[config.mk]
export PLATFORM = sky130hd
export DESIGN_NAME = bfg_controller
export DESIGN_NICKNAME = d
export VERILOG_FILES = /design/src/bfg_pkg.sv /design/src/bfg_controller.sv
export SDC_FILE = /design/constraint.sdc
export NUM_CORES = 1
export LEC_CHECK = 0
export BUFFER_PORTS_ARGS = -buffer_cell sky130_fd_sc_hd__buf_2
export CORE_MARGIN = 5
export CORE_UTILIZATION = 56
export CTS_CLUSTER_DIAMETER = 80
export CTS_CLUSTER_SIZE = 40
export DETAILED_ROUTE_END_ITERATION = 12
export GPL_ROUTABILITY_DRIVEN = 0
export PLACE_DENSITY_LB_ADDON = 0.25
export SETUP_SLACK_MARGIN = 0.2
export SLEW_MARGIN = 20
export SYNTH_ARGS = -nofsm -noshare
export SYNTH_HDL_FRONTEND = slang
export SYNTH_SLANG_ARGS = --single-unit
[constraint.sdc]
create_clock -name clk_i -period 2.6 [get_ports clk_i]
set_input_delay 0.13 -clock clk_i [delete_from_list [all_inputs] [get_ports clk_i]]
set_output_delay 0.13 -clock clk_i [all_outputs]
set_load 0.02 [all_outputs]
[src/bfg_pkg.sv]
// Package for the BCD Fibonacci generator: digit widths, vector types,
// controller/datapath command and status structs and the decimal adder function.
// No dependencies.
`default_nettype none

package bfg_pkg;

  localparam int DIGITS  = 32;
  localparam int DIGIT_W = 4;
  localparam int INDEX_W = 8;
  localparam int RADIX   = 10;
  localparam int POS_W   = $clog2(DIGITS);

  typedef logic [DIGIT_W-1:0] digit_t;
  typedef logic [DIGITS-1:0][DIGIT_W-1:0] digit_vec_t;
  typedef logic [INDEX_W-1:0] index_t;

  typedef struct packed {
    logic load;
    logic seed_one;
    logic add;
    logic shift;
    logic emit;
    logic last;
  } bfg_cmd_t;

  typedef struct packed {
    logic top_zero;
    logic out_free;
  } bfg_status_t;

  // Carries are resolved by one binary add over the generate and propagate masks.
  function automatic digit_vec_t bcd_sum(input digit_vec_t a, input digit_vec_t b);
    logic [DIGITS-1:0][DIGIT_W:0] raw;
    logic [DIGITS-1:0]            gen;
    logic [DIGITS-1:0]            prop_any;
    logic [DIGITS:0]              chain;
    logic [DIGITS-1:0]            cin;
    logic [DIGIT_W:0]             tot;
    digit_vec_t                   res;
    for (int d = 0; d < DIGITS; d++) begin
      raw[d]      = {1'b0, a[d]} + {1'b0, b[d]};
      gen[d]      = raw[d] >= (DIGIT_W+1)'(RADIX);
      prop_any[d] = raw[d] >= (DIGIT_W+1)'(RADIX - 1);
    end
    chain = {1'b0, prop_any} + {1'b0, gen};
    cin   = chain[DIGITS-1:0] ^ prop_any ^ gen;
    for (int d = 0; d < DIGITS; d++) begin
      tot = raw[d] + {{DIGIT_W{1'b0}}, cin[d]};
      if (tot >= (DIGIT_W+1)'(RADIX)) begin
        res[d] = DIGIT_W'(tot - (DIGIT_W+1)'(RADIX));
      end else begin
        res[d] = tot[DIGIT_W-1:0];
      end
    end
    return res;
  endfunction

endpackage

`default_nettype wire

[src/bfg_controller.sv]
// Controller: sequences the additions, the leading-zero skip and the digit output.
// Depends on bfg_pkg; commands bfg_datapath.
`default_nettype none

module bfg_controller import bfg_pkg::*; (
  input  logic        clk_i,
  input  logic        rst_ni,
  input  logic        in_valid_i,
  input  index_t      index_n_i,
  output logic        in_ready_o,
  input  bfg_status_t status_i,
  output bfg_cmd_t    cmd_o
);

  localparam logic [1:0] StIdle = 2'd0;
  localparam logic [1:0] StAdd  = 2'd1;
  localparam logic [1:0] StSkip = 2'd2;
  localparam logic [1:0] StEmit = 2'd3;

  logic [1:0]       state_q, state_d;
  index_t           remain_q, remain_d;
  logic [POS_W-1:0] pos_q, pos_d;

  always_comb begin
    state_d    = state_q;
    remain_d   = remain_q;
    pos_d      = pos_q;
    in_ready_o = 1'b0;
    cmd_o      = '0;
    case (state_q)
      StIdle: begin
        in_ready_o = 1'b1;
        if (in_valid_i) begin
          cmd_o.load     = 1'b1;
          cmd_o.seed_one = (index_n_i != '0);
          remain_d       = index_n_i - INDEX_W'(1);
          pos_d          = POS_W'(DIGITS - 1);
          state_d        = (index_n_i >= INDEX_W'(2)) ? StAdd : StSkip;
        end
      end
      StAdd: begin
        cmd_o.add = 1'b1;
        remain_d  = remain_q - INDEX_W'(1);
        if (remain_q == INDEX_W'(1)) begin
          state_d = StSkip;
        end
      end
      StSkip: begin
        if (status_i.top_zero && (pos_q != '0)) begin
          cmd_o.shift = 1'b1;
          pos_d       = pos_q - POS_W'(1);
        end else begin
          state_d = StEmit;
        end
      end
      StEmit: begin
        if (status_i.out_free) begin
          cmd_o.emit  = 1'b1;
          cmd_o.shift = 1'b1;
          cmd_o.last  = (pos_q == '0);
          if (pos_q == '0) begin
            state_d = StIdle;
          end else begin
            pos_d = pos_q - POS_W'(1);
          end
        end
      end
      default: begin
        state_d = StIdle;
      end
    endcase
  end

  always_ff @(posedge clk_i or negedge rst_ni) begin
    if (!rst_ni) begin
      state_q  <= StIdle;
      remain_q <= '0;
      pos_q    <= '0;
    end else begin
      state_q  <= state_d;
      remain_q <= remain_d;
      pos_q    <= pos_d;
    end
  end

endmodule

`default_nettype wire

Word-level counts from Yosys, hierarchy flattened
Cells that the tools add are included.
{"block": "totals", "input_bits": 13, "regBits": 15, "output_inout_bits": 7}
{"block": "classes", "n_addsub": 3, "reduce_logical": 10, "order_cmp": 1, "eq_ne": 11, "n_mux": 22}
{"op": "two-way mux 5 bit", "n": 4}
{"op": "two-way mux 2 bit", "n": 9}
{"op": "one-hot mux 8 bit (2 select lines)", "n": 1}
{"op": "subtractor 8 x 1 -> 8 bit (second input constant)", "n": 2}
{"op": "one-hot mux 5 bit (3 select lines)", "n": 1}
{"op": "!= test 2 bit (second input constant)", "n": 7}
{"op": "AND reduction 5 bit", "n": 2}
{"op": "== test 8 x 1 -> 1 bit (second input constant)", "n": 1}
{"op": ">= comparator 8 x 2 -> 1 bit (second input constant)", "n": 1}
{"op": "two-way mux 8 bit", "n": 1}
{"op": "one-hot mux 2 bit (4 select lines)", "n": 1}
{"op": "nonzero test 8 bit", "n": 1}
{"op": "zero test 5 bit", "n": 1}
{"op": "nonzero test 5 bit", "n": 1}
{"op": "subtractor 5 x 1 -> 5 bit (second input constant)", "n": 1}
{"op": "== test 2 bit (second input constant)", "n": 2}
{"op": "two-way mux 1 bit", "n": 3}
{"op": "two-way mux 3 bit", "n": 1}
{"op": "nonzero test 3 bit", "n": 1}
{"op": "== test 2 x 1 -> 1 bit (second input constant)", "n": 1}
{"op": "zero test 2 bit", "n": 1}
{"op": "one-hot mux 1 bit (2 select lines)", "n": 1}
{"op": "AND reduction 2 bit", "n": 1}
{"op": "nonzero test 2 bit", "n": 1}
{"op": "logical AND 1 bit", "n": 1}

Logic depth before layout (Yosys ltp)
{"block": "logic_depth", "ltp_word": 4, "depth_mapped": 7}

Worst setup path before layout
No wires, ideal clock.
{"block": "synth_path", "kind": "register to register", "from": "register pos_q[0]", "to": "register pos_q[0]", "synth_period_minus_slack_ns": 1.817, "t_required_ns": 2.475, "stages_incl_launch_ff": 7, "setup_time_ns": 0.125, "path_buffers": 0, "arrival_ns": 1.692, "setup_slack_ns": 0.783, "cell_sequence": "dfrtp_1 > inv_1 > ha_1 > or4b_4 > and2_4 > o21a_1 > mux2_4"}
{"block": "synth_via", "elab_chain_cells": 4}
{"element": "start: declaration", "line": "bfg_controller.sv:22", "text": "logic [POS_W-1:0] pos_q, pos_d;"}
{"element": "start signal: assignment", "line": "bfg_controller.sv:82", "text": "pos_q <= pos_d;"}
{"element": "subtractor 5 x 1 -> 5 bit / nonzero test 5 bit (equally long branches)", "line": "bfg_controller.sv:51, bfg_controller.sv:64, bfg_controller.sv:49"}
{"element": "two-way mux 5 bit / logical AND 1 bit (equally long branches)", "line": "bfg_controller.sv:61, bfg_controller.sv:49"}
{"element": "two-way mux 5 bit / != test 2 bit (equally long branches)"}
{"element": "one-hot mux 5 bit (3 select lines) / AND reduction 5 bit (equally long branches)"}
Parallel ways exist; a longest one is shown, timed or not. The select of a mux whose other input is x is not followed.
A chain may end at the register's enable or synchronous reset.

Worst setup path after layout
{"block": "layout_path", "from": "register state_q[0]", "to": "register state_q[0]"}
{"block": "layout_via", "elab_chain_cells": 3}
{"element": "start: declaration", "line": "bfg_controller.sv:20", "text": "logic [1:0] state_q, state_d;"}
{"element": "start signal: assignment", "line": "bfg_controller.sv:76", "text": "state_q <= StIdle;"}
{"element": "start signal: assignment", "line": "bfg_controller.sv:80", "text": "state_q <= state_d;"}
{"element": "== test 2 bit (tied with other cells)", "line": "bfg_controller.sv:30", "text": "case (state_q)"}
{"element": "!= test 2 bit (no source line)"}
{"element": "AND reduction 5 bit (no source line)"}
Parallel ways exist; a longest one is shown, timed or not.

==> summary.md <==
| Metric | Value |
|---|---|
| Number of synthesized flops with an enable pin | 0 |
| Syn_area_per_cell | slightly above 8 um2 |
| WP data required | 2780 ps |
| Synth top cells by count | nor2_1, dfrtp_1, inv_1 |
| Global router's overall resource usage | roughly 19% |
| RR Endpoint | state_q[0] |
| Largest cells by area after synthesis | dfrtp_1, ha_1, nor2_1, a21oi_1, inv_1 |
| Setup TNS | 0 ps |
| Drt initial violations | 39 |
| RSZ-0062 raised after global routing | no |
| Max cap viols | 0 |
| CTS H-tree lvls | 1 |
| Most common cell in the netlist | nor2_1 |
| First-pass GRT wire length | ~5000 um |
| Slew Limit Headroom | around 50% |
| Final setup vio count | 0 |
| Synthesis-stage register bit count | 15 |
| Clk root buf | clkbuf_4 |
| Total CTS buffers | 3 |
| Via count | around 1200 |
| Setup Fix Bufs, Post-CTS | 0 |
| Main synth FF type | dfrtp_1 |
| Cell Area, Synth | roughly 1300 um2 |
| CP Data Arrival Time | approximately 2300 ps |
| # rows | 17 |
| Crit path to | state_q[0] |
| Syn nets | 178 |
| Remaining antenna violation count after routing | 0 |
| Area leader, netlist | dfrtp_1 |
| Chip width | approximately 58 um |
| # clock sinks | 15 |
| Asr flop ratio synth | between 90% and 100% |
| CTS max path bufs | 2 |
| Layout Area Growth over Synthesis | 12.1% |
| Pwr Total | between 1000 and 1500 uW |
| Routed WL | 2910 um |
| Fin. max-slew vios | 0 |
| Synth top area share | between 20% and 30% |
| Layout cell share with drive strength beyond 1 | about a fifth |
| Starting density of the core | about three fifths |
| Worst vdd rail ir drop | about 800 uV |
| Post-synthesis sequential area ratio | 29.4% |
| Path depth of the worst reg2reg path | 7 |
| Ys Warns | 0 |
| Number of buffers added on ports | 19 |
| Final Net Count | about 200 |
| Vias in the first global route | around 1100 |
| Gate Count Post-Synth | around 160 |
| Post-DP HPWL | 2270 um |
| Initial antenna violation count | 0 |
| Hold Crit Start | index_n_i[7] |
| ANT cells | 0 |
| Endpoint type of the worst setup path | flop |
| DR WL/cell | roughly 14 um |
| P_leak | approximately 0.00063 uW |
| Largest net degree at the start of global routing | 18 |
| CP startpoint kind | flop |
| Reg clk slew, reported paths | ~90 ps |
| R2R Path Start | state_q[0] |
| FMAX | 480 MHz |
| DRC | 0 |
| IO Pins | 20 |
| First drt pass iteration count | 4 |
| Core ar. | between 2000 and 2500 um2 |
| Flop-to-flop setup slack | a little over 500 ps |
| Min cycle time layout | around 2100 ps |
| Count of different cell masters after synthesis | between 40 and 50 |
| DIE AREA | 3340 um2 |
| Outcome | finished, final reports clean |
| Clock Skews | 13.4 ps |
| Remaining Overflow, GRT | 0 |
| Pwr Density | 1030 nW/um2 |
| Actual slew at the worst max-slew pin | around 750 ps |
| CTS tree | yes |
| Vias per cell | around 5.9 |
| Origin of the worst setup path | state_q[0] |
| HP Class | in2reg |
| Fin. Hold Viols | 0 |
| Clk_lat worst skew | roughly 300 ps |
| Worst setup path class | reg2reg |
| Ratio of final minimum period to clock period | approximately 80% |
| Crit-path max FO | 17 |
| Die Ht | between 50 and 60 um |
## cell usage in the layout (no fill, tap or decap), types with 2 or more instances in the layout
cell type / count
nor2_1: 17
o21ai_0: 4
nand4_1: 3
dfrtp_1: 15
nor3b_1: 3
a211oi_1: 2
o21a_1: 2
nand3_1: 9
o22ai_1: 4
nor3_1: 4
nand2_1: 8
mux2_2: 2
xor2_1: 3
nand2b_1: 6
clkbuf_4: 3
buf_2: 19
a31oi_1: 2
a21oi_1: 11
o211ai_1: 3
mux2i_1: 2
o221ai_1: 2
ha_1: 10
inv_1: 13
a211o_1: 2
and3_1: 2
nor4_2: 2
## per-layer routing
metal | vias up | wire [um] | share of wire [%] | GRT usage, %
li1 | 601 | - | - | -
met1 | 565 | 1330 | 46 | 24.7
met2 | 28 | 1420 | 49 | 30.8
met3 | 4 | 129 | 4.4 | 4.01
met4 | 0 | 29 | 1.0 | 3.97
met5 | - | 0 | 0 | 0
## what timing repair did
action,CTS,global route
hold buffers,1,0
hold endpoints to repair,15,0
resized for setup,0,0
## flip-flops by register name (all words and copies together) (netlist names)
| signal | count |
|---|---|
| remain_q | 8 |
| pos_q | 5 |
| state_q | 2 |
## worst min path at each step
stage / endpoint / slack, ps / cells after the start
3_5_place_dp: remain_q[3] / 60 / 1
5_1_grt: remain_q[7] / 210 / 4
6_report: remain_q[7] / 170 / 4
3_3_place_gp: remain_q[3] / 50 / 1
2_1_floorplan: pos_q[0] / -170 / 0
4_1_cts: remain_q[7] / 180 / 4
## logic make-up after synthesis
family	synth area share [%]
buffers and inverters	5.58
xor gates and xnor gates	2.06
and+or+nand+nor	27.1
adders and majority gates	9.79
AOI/OAI and AO/OA	21.5
muxes	4.50
DFF	29.4
## final cells by class
type                       count  area, um2
fill                         188        758
timing repair buffer          21        113
clock buffer                   3       22.5
sequential                    15        375
multi-input combinational    121        831
tap                           28       35.0
clock inverter                 1       7.51
inverter                      13       48.8
## through the flow
stage	hold WS [ps]	std cells	instance area [um2]	util (%)	setup slack [ps]
after floorplan	-166	155	1280	-	783
after global placement	53.6	197	1390	63.6	590
after detailed placement	59.0	197	1390	63.6	532
after CTS	181	202	1430	65.4	530
after global routing	212	202	1430	65.4	371
final	175	202	1430	65.4	515
## power breakdown
group	total, uW	switching [uW]	leakage, uW	internal, uW
Combinational	886	512	0.000456	374
Clock	143	84.3	0.0000139	58.7
Sequential	440	114	0.000161	326
## critical path: stages, from the launching register on
cell	delay [ps]
dfrtp_1	400
inv_1	80
ha_1	380
nand2b_1	190
buf_4	200
o211ai_1	100
a21oi_1	250
mux2_2	370
Note: power is estimated with default switching activity, not from simulation.
