===== src/bfg_pkg.sv =====
// Package for the BCD Fibonacci generator: digit widths, vector types,
// controller/datapath command and status structs and the decimal adder function.
// No dependencies.
`default_nettype none

package bfg_pkg;

  localparam int DIGITS  = 32;
  localparam int DIGIT_W = 4;
  localparam int INDEX_W = 8;
  localparam int RADIX   = 10;
  localparam int POS_W   = $clog2(DIGITS);

  typedef logic [DIGIT_W-1:0] digit_t;
  typedef logic [DIGITS-1:0][DIGIT_W-1:0] digit_vec_t;
  typedef logic [INDEX_W-1:0] index_t;

  typedef struct packed {
    logic load;
    logic seed_one;
    logic add;
    logic shift;
    logic emit;
    logic last;
  } bfg_cmd_t;

  typedef struct packed {
    logic top_zero;
    logic out_free;
  } bfg_status_t;

  // Carries are resolved by one binary add over the generate and propagate masks.
  function automatic digit_vec_t bcd_sum(input digit_vec_t a, input digit_vec_t b);
    logic [DIGITS-1:0][DIGIT_W:0] raw;
    logic [DIGITS-1:0]            gen;
    logic [DIGITS-1:0]            prop_any;
    logic [DIGITS:0]              chain;
    logic [DIGITS-1:0]            cin;
    logic [DIGIT_W:0]             tot;
    digit_vec_t                   res;
    for (int d = 0; d < DIGITS; d++) begin
      raw[d]      = {1'b0, a[d]} + {1'b0, b[d]};
      gen[d]      = raw[d] >= (DIGIT_W+1)'(RADIX);
      prop_any[d] = raw[d] >= (DIGIT_W+1)'(RADIX - 1);
    end
    chain = {1'b0, prop_any} + {1'b0, gen};
    cin   = chain[DIGITS-1:0] ^ prop_any ^ gen;
    for (int d = 0; d < DIGITS; d++) begin
      tot = raw[d] + {{DIGIT_W{1'b0}}, cin[d]};
      if (tot >= (DIGIT_W+1)'(RADIX)) begin
        res[d] = DIGIT_W'(tot - (DIGIT_W+1)'(RADIX));
      end else begin
        res[d] = tot[DIGIT_W-1:0];
      end
    end
    return res;
  endfunction

endpackage

`default_nettype wire


===== src/bfg_datapath.sv =====
// Datapath: the two BCD term registers, the decimal adder and the output register.
// Depends on bfg_pkg; driven by bfg_controller.
`default_nettype none

module bfg_datapath import bfg_pkg::*; (
  input  logic        clk_i,
  input  logic        rst_ni,
  input  bfg_cmd_t    cmd_i,
  input  logic        out_ready_i,
  output bfg_status_t status_o,
  output logic        out_valid_o,
  output digit_t      out_digit_o,
  output logic        out_last_o
);

  digit_vec_t older_q, older_d;
  digit_vec_t newer_q, newer_d;
  digit_vec_t sum;
  logic       out_valid_q, out_valid_d;
  digit_t     out_digit_q, out_digit_d;
  logic       out_last_q, out_last_d;

  assign sum = bcd_sum(older_q, newer_q);

  always_comb begin
    older_d     = older_q;
    newer_d     = newer_q;
    out_valid_d = out_valid_q;
    out_digit_d = out_digit_q;
    out_last_d  = out_last_q;
    if (cmd_i.load) begin
      older_d = '0;
      newer_d = '0;
      newer_d[0] = {{(DIGIT_W-1){1'b0}}, cmd_i.seed_one};
    end else if (cmd_i.add) begin
      older_d = newer_q;
      newer_d = sum;
    end else if (cmd_i.shift) begin
      newer_d = {newer_q[DIGITS-2:0], {DIGIT_W{1'b0}}};
    end
    if (cmd_i.emit) begin
      out_valid_d = 1'b1;
      out_digit_d = newer_q[DIGITS-1];
      out_last_d  = cmd_i.last;
    end else if (out_ready_i) begin
      out_valid_d = 1'b0;
    end
  end

  always_ff @(posedge clk_i) begin
    older_q     <= older_d;
    newer_q     <= newer_d;
    out_digit_q <= out_digit_d;
    out_last_q  <= out_last_d;
  end

  always_ff @(posedge clk_i or negedge rst_ni) begin
    if (!rst_ni) begin
      out_valid_q <= 1'b0;
    end else begin
      out_valid_q <= out_valid_d;
    end
  end

  assign status_o.top_zero = (newer_q[DIGITS-1] == '0);
  assign status_o.out_free = !out_valid_q || out_ready_i;
  assign out_valid_o       = out_valid_q;
  assign out_digit_o       = out_digit_q;
  assign out_last_o        = out_last_q;

endmodule

`default_nettype wire


===== config.mk =====
export PLATFORM = sky130hd
export DESIGN_NAME = bfg_datapath
export DESIGN_NICKNAME = d
export VERILOG_FILES = /design/src/bfg_pkg.sv /design/src/bfg_datapath.sv
export SDC_FILE = /design/constraint.sdc
export NUM_CORES = 1
export LEC_CHECK = 0
export BUFFER_PORTS_ARGS = -buffer_cell sky130_fd_sc_hd__buf_2
export CAP_MARGIN = 20
export CORE_MARGIN = 2
export CORE_UTILIZATION = 60
export DETAILED_ROUTE_END_ITERATION = 16
export PLACE_DENSITY = 0.76
export SYNTH_ARGS = -nofsm -noshare
export SYNTH_HDL_FRONTEND = slang
export SYNTH_SLANG_ARGS = --single-unit
export TNS_END_PERCENT = 100

===== constraint.sdc =====
create_clock -name clk_i -period 5.5 [get_ports clk_i]
set_input_delay 0.55 -clock clk_i [delete_from_list [all_inputs] [get_ports clk_i]]
set_output_delay 0.55 -clock clk_i [all_outputs]
set_load 0.1 [all_outputs]

# Yosys cells after proc, flatten, opt, wreduce, memory -nomap -nowiden
# Cells that the tools add are included.
# totals
out_inout_bits	8
elab_cells	306
ff_bits	262
# classes
magnitude_cmp	96
add_sub_neg	97
n_reduce_logical	6
n_bitwise	2
n_mux	37
# ops
cell	n
>= comparator 5 x 4 -> 1 bit (second input constant)	96
2-to-1 mux 128 bit	2
adder 4 x 4 -> 5 bit	32
adder 5 x 1 -> 5 bit	32
2-to-1 mux 4 bit	32
subtractor 4 bit (second input constant)	32
XOR 32 bit	2
adder 32 bit	1
logical NOT 4 bit	1
nonzero test 2 bit	2
2-to-1 mux 1 bit	3
nonzero test 3 bit	1
logical NOT 1 bit	1
logical OR 1 bit	1

# Depth between registers and ports, before layout
# logic_depth
depth_word	10
depth_mapped	26

# Worst setup path before layout
# No wires, ideal clock.
# synth_path
path_type	register -> register
from	register newer_q[4] (netlist bit)
to	register newer_q[114] (netlist bit)
path_slack_ns	0.479
arrival_ns	4.935
setup_time_ns	0.086
stages_incl_launch_ff	24
synth_period_minus_slack_ns	5.021
cell_sequence	dfxtp_1 > ha_1 > fa_1 > a21o_1 > a21oi_1 > nand2_1 > a21o_1 > fa_1 > a21o_1 > a31oi_1 > o21ai_1 > a21oi_2 > o2bb2ai_1 > a21oi_2 > nor4b_1 > nor4b_1 > ha_1 > ha_1 > xnor2_1 > ha_1 > nand2_1 > a21o_1 > mux2_1 > a211oi_1
# synth_between
elab_chain_len	9
word_cells_on_any_way	11
classes_between	4 x add/sub; 3 x order compare; 2 x mux; 2 x bitwise
# synth_rtl
item	line_no	source
from (decl)	bfg_datapath.sv:17	digit_vec_t newer_q, newer_d;
from (signal assigned)	bfg_datapath.sv:52	newer_q <= newer_d;
adder 4 x 4 -> 5 bit (*)	bfg_pkg.sv:42	raw[d] = {1'b0, a[d]} + {1'b0, b[d]};
>= comparator 5 x 4 -> 1 bit (on tied branches)	bfg_pkg.sv:44, bfg_pkg.sv:43	
adder 32 bit (*)	bfg_pkg.sv:46	chain = {1'b0, prop_any} + {1'b0, gen};
XOR 32 bit (*) (2 in series)	bfg_pkg.sv:47	cin = chain[DIGITS-1:0] ^ prop_any ^ gen;
adder 5 x 1 -> 5 bit (*)	bfg_pkg.sv:49	tot = raw[d] + {{DIGIT_W{1'b0}}, cin[d]};
subtractor 4 bit / >= comparator 5 x 4 -> 1 bit (equally long branches)	bfg_pkg.sv:51, bfg_pkg.sv:50	
2-to-1 mux 4 bit (*)	bfg_pkg.sv:50	if (tot >= (DIGIT_W+1)'(RADIX)) begin
2-to-1 mux 128 bit (*)	bfg_datapath.sv:35	end else if (cmd_i.add) begin
# Every way passes the cells marked *; elsewhere a longest branch is shown, timed or not.
# A chain may end at the register's enable or synchronous reset.

# Worst setup path after layout
# layout_path
from	register newer_q[61] (netlist bit)
to	register newer_q[110] (netlist bit)
# Same word-level chain as after synthesis.

==> impl_metrics.yaml <==
placement:
  dp_hpwl_um: 31700
  placement.io_buffers: 16
  final_weighted_congestion_of_routability_driven_global_placement: 0.844
  placement.cell_area_sq_um: 21700
synth:
  synth.net_count: 2681
  synthMuxAreaShare_pct: 9.96
  synth.yosys.warnings: 0
  share_of_the_yosys_chip_area_belonging_to_registers_pct: 25.1
  yosys.area_share.xor_xnor_pct: 11.4
  synthArstFlopShare_pct: 0.382
  yosys.area_share.adder_pct: 18.0
  mappedNetlistArea_sq_um: 21100
  post_synth.cell_area_avg_sq_um: 8.86
  postSynthCellCount: 2387
  post_synthesis_register_bit_count: 262
  yosysUniqueCellTypes: 60
  synth_edf_count: 6
  synth_flop_cell: "dfxtp_1"
  dominant_combinational_cell_family_by_area_after_synthesis: "compound AO/OA/AOI/OAI gates"
  share_of_the_synthesized_area_in_compound_gates_ao_oa_aoi_oai_pct: 18.1
  synth_simple_gate_area_share_pct: 14.6
power_and_ir_drop:
  cellLeakagePower_nw: 10.9
  pwr_density_cell_nw_per_um2: 324
  power.ir.vdd_worst_mv: 0.295
  totalPowerFinal_mw: 7.56
clock_network:
  cts_root_buffer_type: "clkbuf_16"
  tritoncts: "built"
  numCtsBuffers: 34
  htree_levels: 2
  cts_sink_cnt: 262
  cts.path.max_buffers: 3
  insertion_delay_of_the_later_clocked_pin_in_the_worst_skew_pair_ns: 0.53
  path_clk_slew_ns: 0.05
finish:
  post_route_cells_drive_above_1_share_pct: 9.98
  layout_commonest_cell: "nor2_1"
  antenna_cells_inserted: 0
  post-route-util_pct: 67.3
  layout.nets: 2686
  post_route_cell_area_sq_um: 23300
  final_cell_mix: "288 x nor2_1, 254 x dfxtp_1, 239 x ha_1"
  syn2layout_area_growth_pct: 10.2
worst_setup_path:
  worst_path_max_delay_cell: "dfxtp_1"
  worstReg2RegEnd: "newer_q[110]"
  timing.reg2reg.worst_path_depth: 22
  timing.setup.critical_path_class: "reg -> reg"
  crit-reg2reg-launch: "newer_q[61]"
  cpPeakStageDelay_ns: 0.43
  crit_start: "newer_q[61]"
  cp_common_cell: "ha_1"
  critical_path_required_ns: 5.93
  worst-path-max-fanout: 5
  path_cells: "ha_1 -> a21o_1 -> a21oi_1 -> xor2_2 -> o21ai_0 -> ha_1 -> or2_1 -> a21o_1 -> a22o_1 -> a31oi_2 -> a41oi_1 -> buf_4 -> o211ai_1 -> xnor2_1 -> ha_1 -> ha_1 -> xnor2_2 -> ha_2 -> nand2_1 -> a21o_1 -> mux2_1 -> a211oi_2"
  timing.reg2reg.setup_slack_ns: 0.20
  critical_path.top_delay_family: "compound AO/OA/AOI/OAI gates"
  critical_path_arrival_ns: 5.73
  worstSetupStartpointType: "register"
  end_kind: "register"
  cp_num_buf_inv: 1
drt:
  highest-signal-layer: "met4"
  avgRoutedWirePerCell_um: 15.9
  vias: 16900
  routed-wl-met3_um: 1510
  met1Wirelength_um: 20800
  postRouteAntennaNets: 0
  wl_met2_um: 22400
  wirelength_um: 45700
  drt_first_pass_iters: 6
  drc_errors: 0
  drt-initial-drc-count: 735
  avgViaCountPerCell: 5.90
timing:
  finalCritPeriodShare_pct: 96.3
  relSlewSlack_pct: 34.8
  worst_pin_slew_ns: 0.978
  final-setup-viol-count: 0
  finalHoldViolations: 0
  post-route-min-period_ns: 5.30
  grt_setup_unrepaired: "true"
  timing.fmax_mhz: 189
  finClkSkew_ns: 0.0182
  finalMaxSlewViolations: 0
run_status:
  outcome: "completed"
floorplanning:
  initial_core_util_pct: 61.1
  fp.coreArea_sq_um: 34600
  chipHeight_um: 192
  dieWidth_um: 192
  dieArea_sq_um: 36800
  design.portCount: 17
  std_cell_rows: 68
hold_path:
  worstHoldPathType: "in -> reg"
  holdPathEnd: "out_last_o"
  min-delay-start: "cmd_i[0]"
  min_path_cells: 1
global_routing:
  grt_usage_pct: 25.2
  pin_count_of_the_biggest_net_entering_global_routing: 138
  grt_antenna_before_repair: 0
  grt_pass1_vias: 17000
  global_route_wire_length_before_repair_um: 78300
  grt_overflow_total: 0
run:
  max_capacitance_violation_count: 0
-- repair_timing --
action / 4_1_cts / 5_1_grt
setup buffers: 1 / 17
pin swaps: 3 / 29
hold buffers: 1 / 0
endpoints found under the hold margin: 1 / 0
setup endpoints to repair: 5 / 35
gates resized for setup: 6 / 73
-- flip-flops by register name, summed over array words and instances, names as in the netlist --
signal       cells
newer_q        128
older_q        128
out_digit_o      4
out_last_o       1
out_valid_o      1
-- through the flow --
step           std cells  TNS (ns)  hold slack [ns]  setup slack, ns
2_1_floorplan       2387         0            0.254            0.479
3_3_place_gp        2792         0            0.324           0.0966
3_5_place_dp        2792    -0.105            0.326          -0.0895
4_1_cts             2854         0            0.199          0.00206
5_1_grt             2871    -0.241            0.196          -0.0708
6_report            2871         0            0.210            0.201
-- final cells by class --
class,instances,area (sq um)
tap,455,569
multi-input combinational,1966,15600
timing repair buffer,61,458
inverter,67,251
sequential,262,5310
clock inverter,13,134
fill,2766,11300
clock buffer,47,993
-- power breakdown --
| part | internal (mW) | switching [mW] |
|---|---|---|
| registers | 2.11 | 0.233 |
| logic | 1.32 | 1.63 |
| clock network | 1.40 | 0.863 |
| total | 4.83 | 2.72 |
-- cell families (layout without fill, tap and decap cells) --
group	after synthesis	after routing
AND/OR/NAND/NOR	667	667
AO/OA/AOI/OAI	567	567
adder cells (fa/ha/maj)	285	285
flip-flops	262	262
XOR/XNOR	240	240
multiplexers	207	207
buffers and inverters	159	188
-- how the worst max path moves through the flow --
stage | to | slack (ns) | cells after the start
2_1_floorplan | newer_q[114] | 0.48 | 23
3_3_place_gp | newer_q[114] | 0.1 | 23
3_5_place_dp | newer_q[114] | -0.09 | 23
4_1_cts | newer_q[102] | 0.002 | 24
5_1_grt | newer_q[98] | -0.07 | 24
6_report | newer_q[110] | 0.20 | 22
-- worst register-to-register path: stages, from the launching register on --
cell and delay [ns]:
dfxtp_1 0.43, ha_1 0.28, a21o_1 0.18, a21oi_1 0.24, xor2_2 0.25, o21ai_0 0.16, ha_1 0.34, or2_1 0.26
a21o_1 0.19, a22o_1 0.24, a31oi_2 0.23, a41oi_1 0.15, buf_4 0.19, o211ai_1 0.29, xnor2_1 0.13, ha_1 0.22
ha_1 0.24, xnor2_2 0.19, ha_2 0.22, nand2_1 0.06, a21o_1 0.21, mux2_1 0.33, a211oi_2 0.20
-- Yosys cell counts, types with 9 or more instances --
cell type	number	area share, %
a211oi_1	161	5.7
a21o_1	110	3.9
a21oi_1	124	2.9
a21oi_2	12	0.50
a311oi_1	24	0.99
a31oi_1	13	0.38
and2_1	12	0.35
and3_1	10	0.30
clkbuf_1	83	1.5
dfxtp_1	255	24
fa_1	33	3.1
ha_1	252	15
inv_1	66	1.2
mux2_1	23	1.2
mux2i_1	183	8.7
nand2_1	122	2.2
nand2b_1	10	0.30
nand3_1	46	1.1
nand3b_1	26	0.92
nand4_1	11	0.33
nor2_1	290	5.1
nor2b_1	76	2.2
nor3_1	35	0.83
o21ai_0	77	1.8
o21ai_1	9	0.21
or3_1	17	0.50
xnor2_1	123	5.1
xor2_1	77	3.2
xor2_2	35	2.7
-- per-layer routing --
metal | vias to the layer above | track usage (%)
met1 | 8097 | 31.6
met4 | 0 | 7.57
li1 | 8545 | -
met2 | 229 | 44.9
met5 | - | 0
met3 | 72 | 3.22
Power figures use the tool's default switching activity.
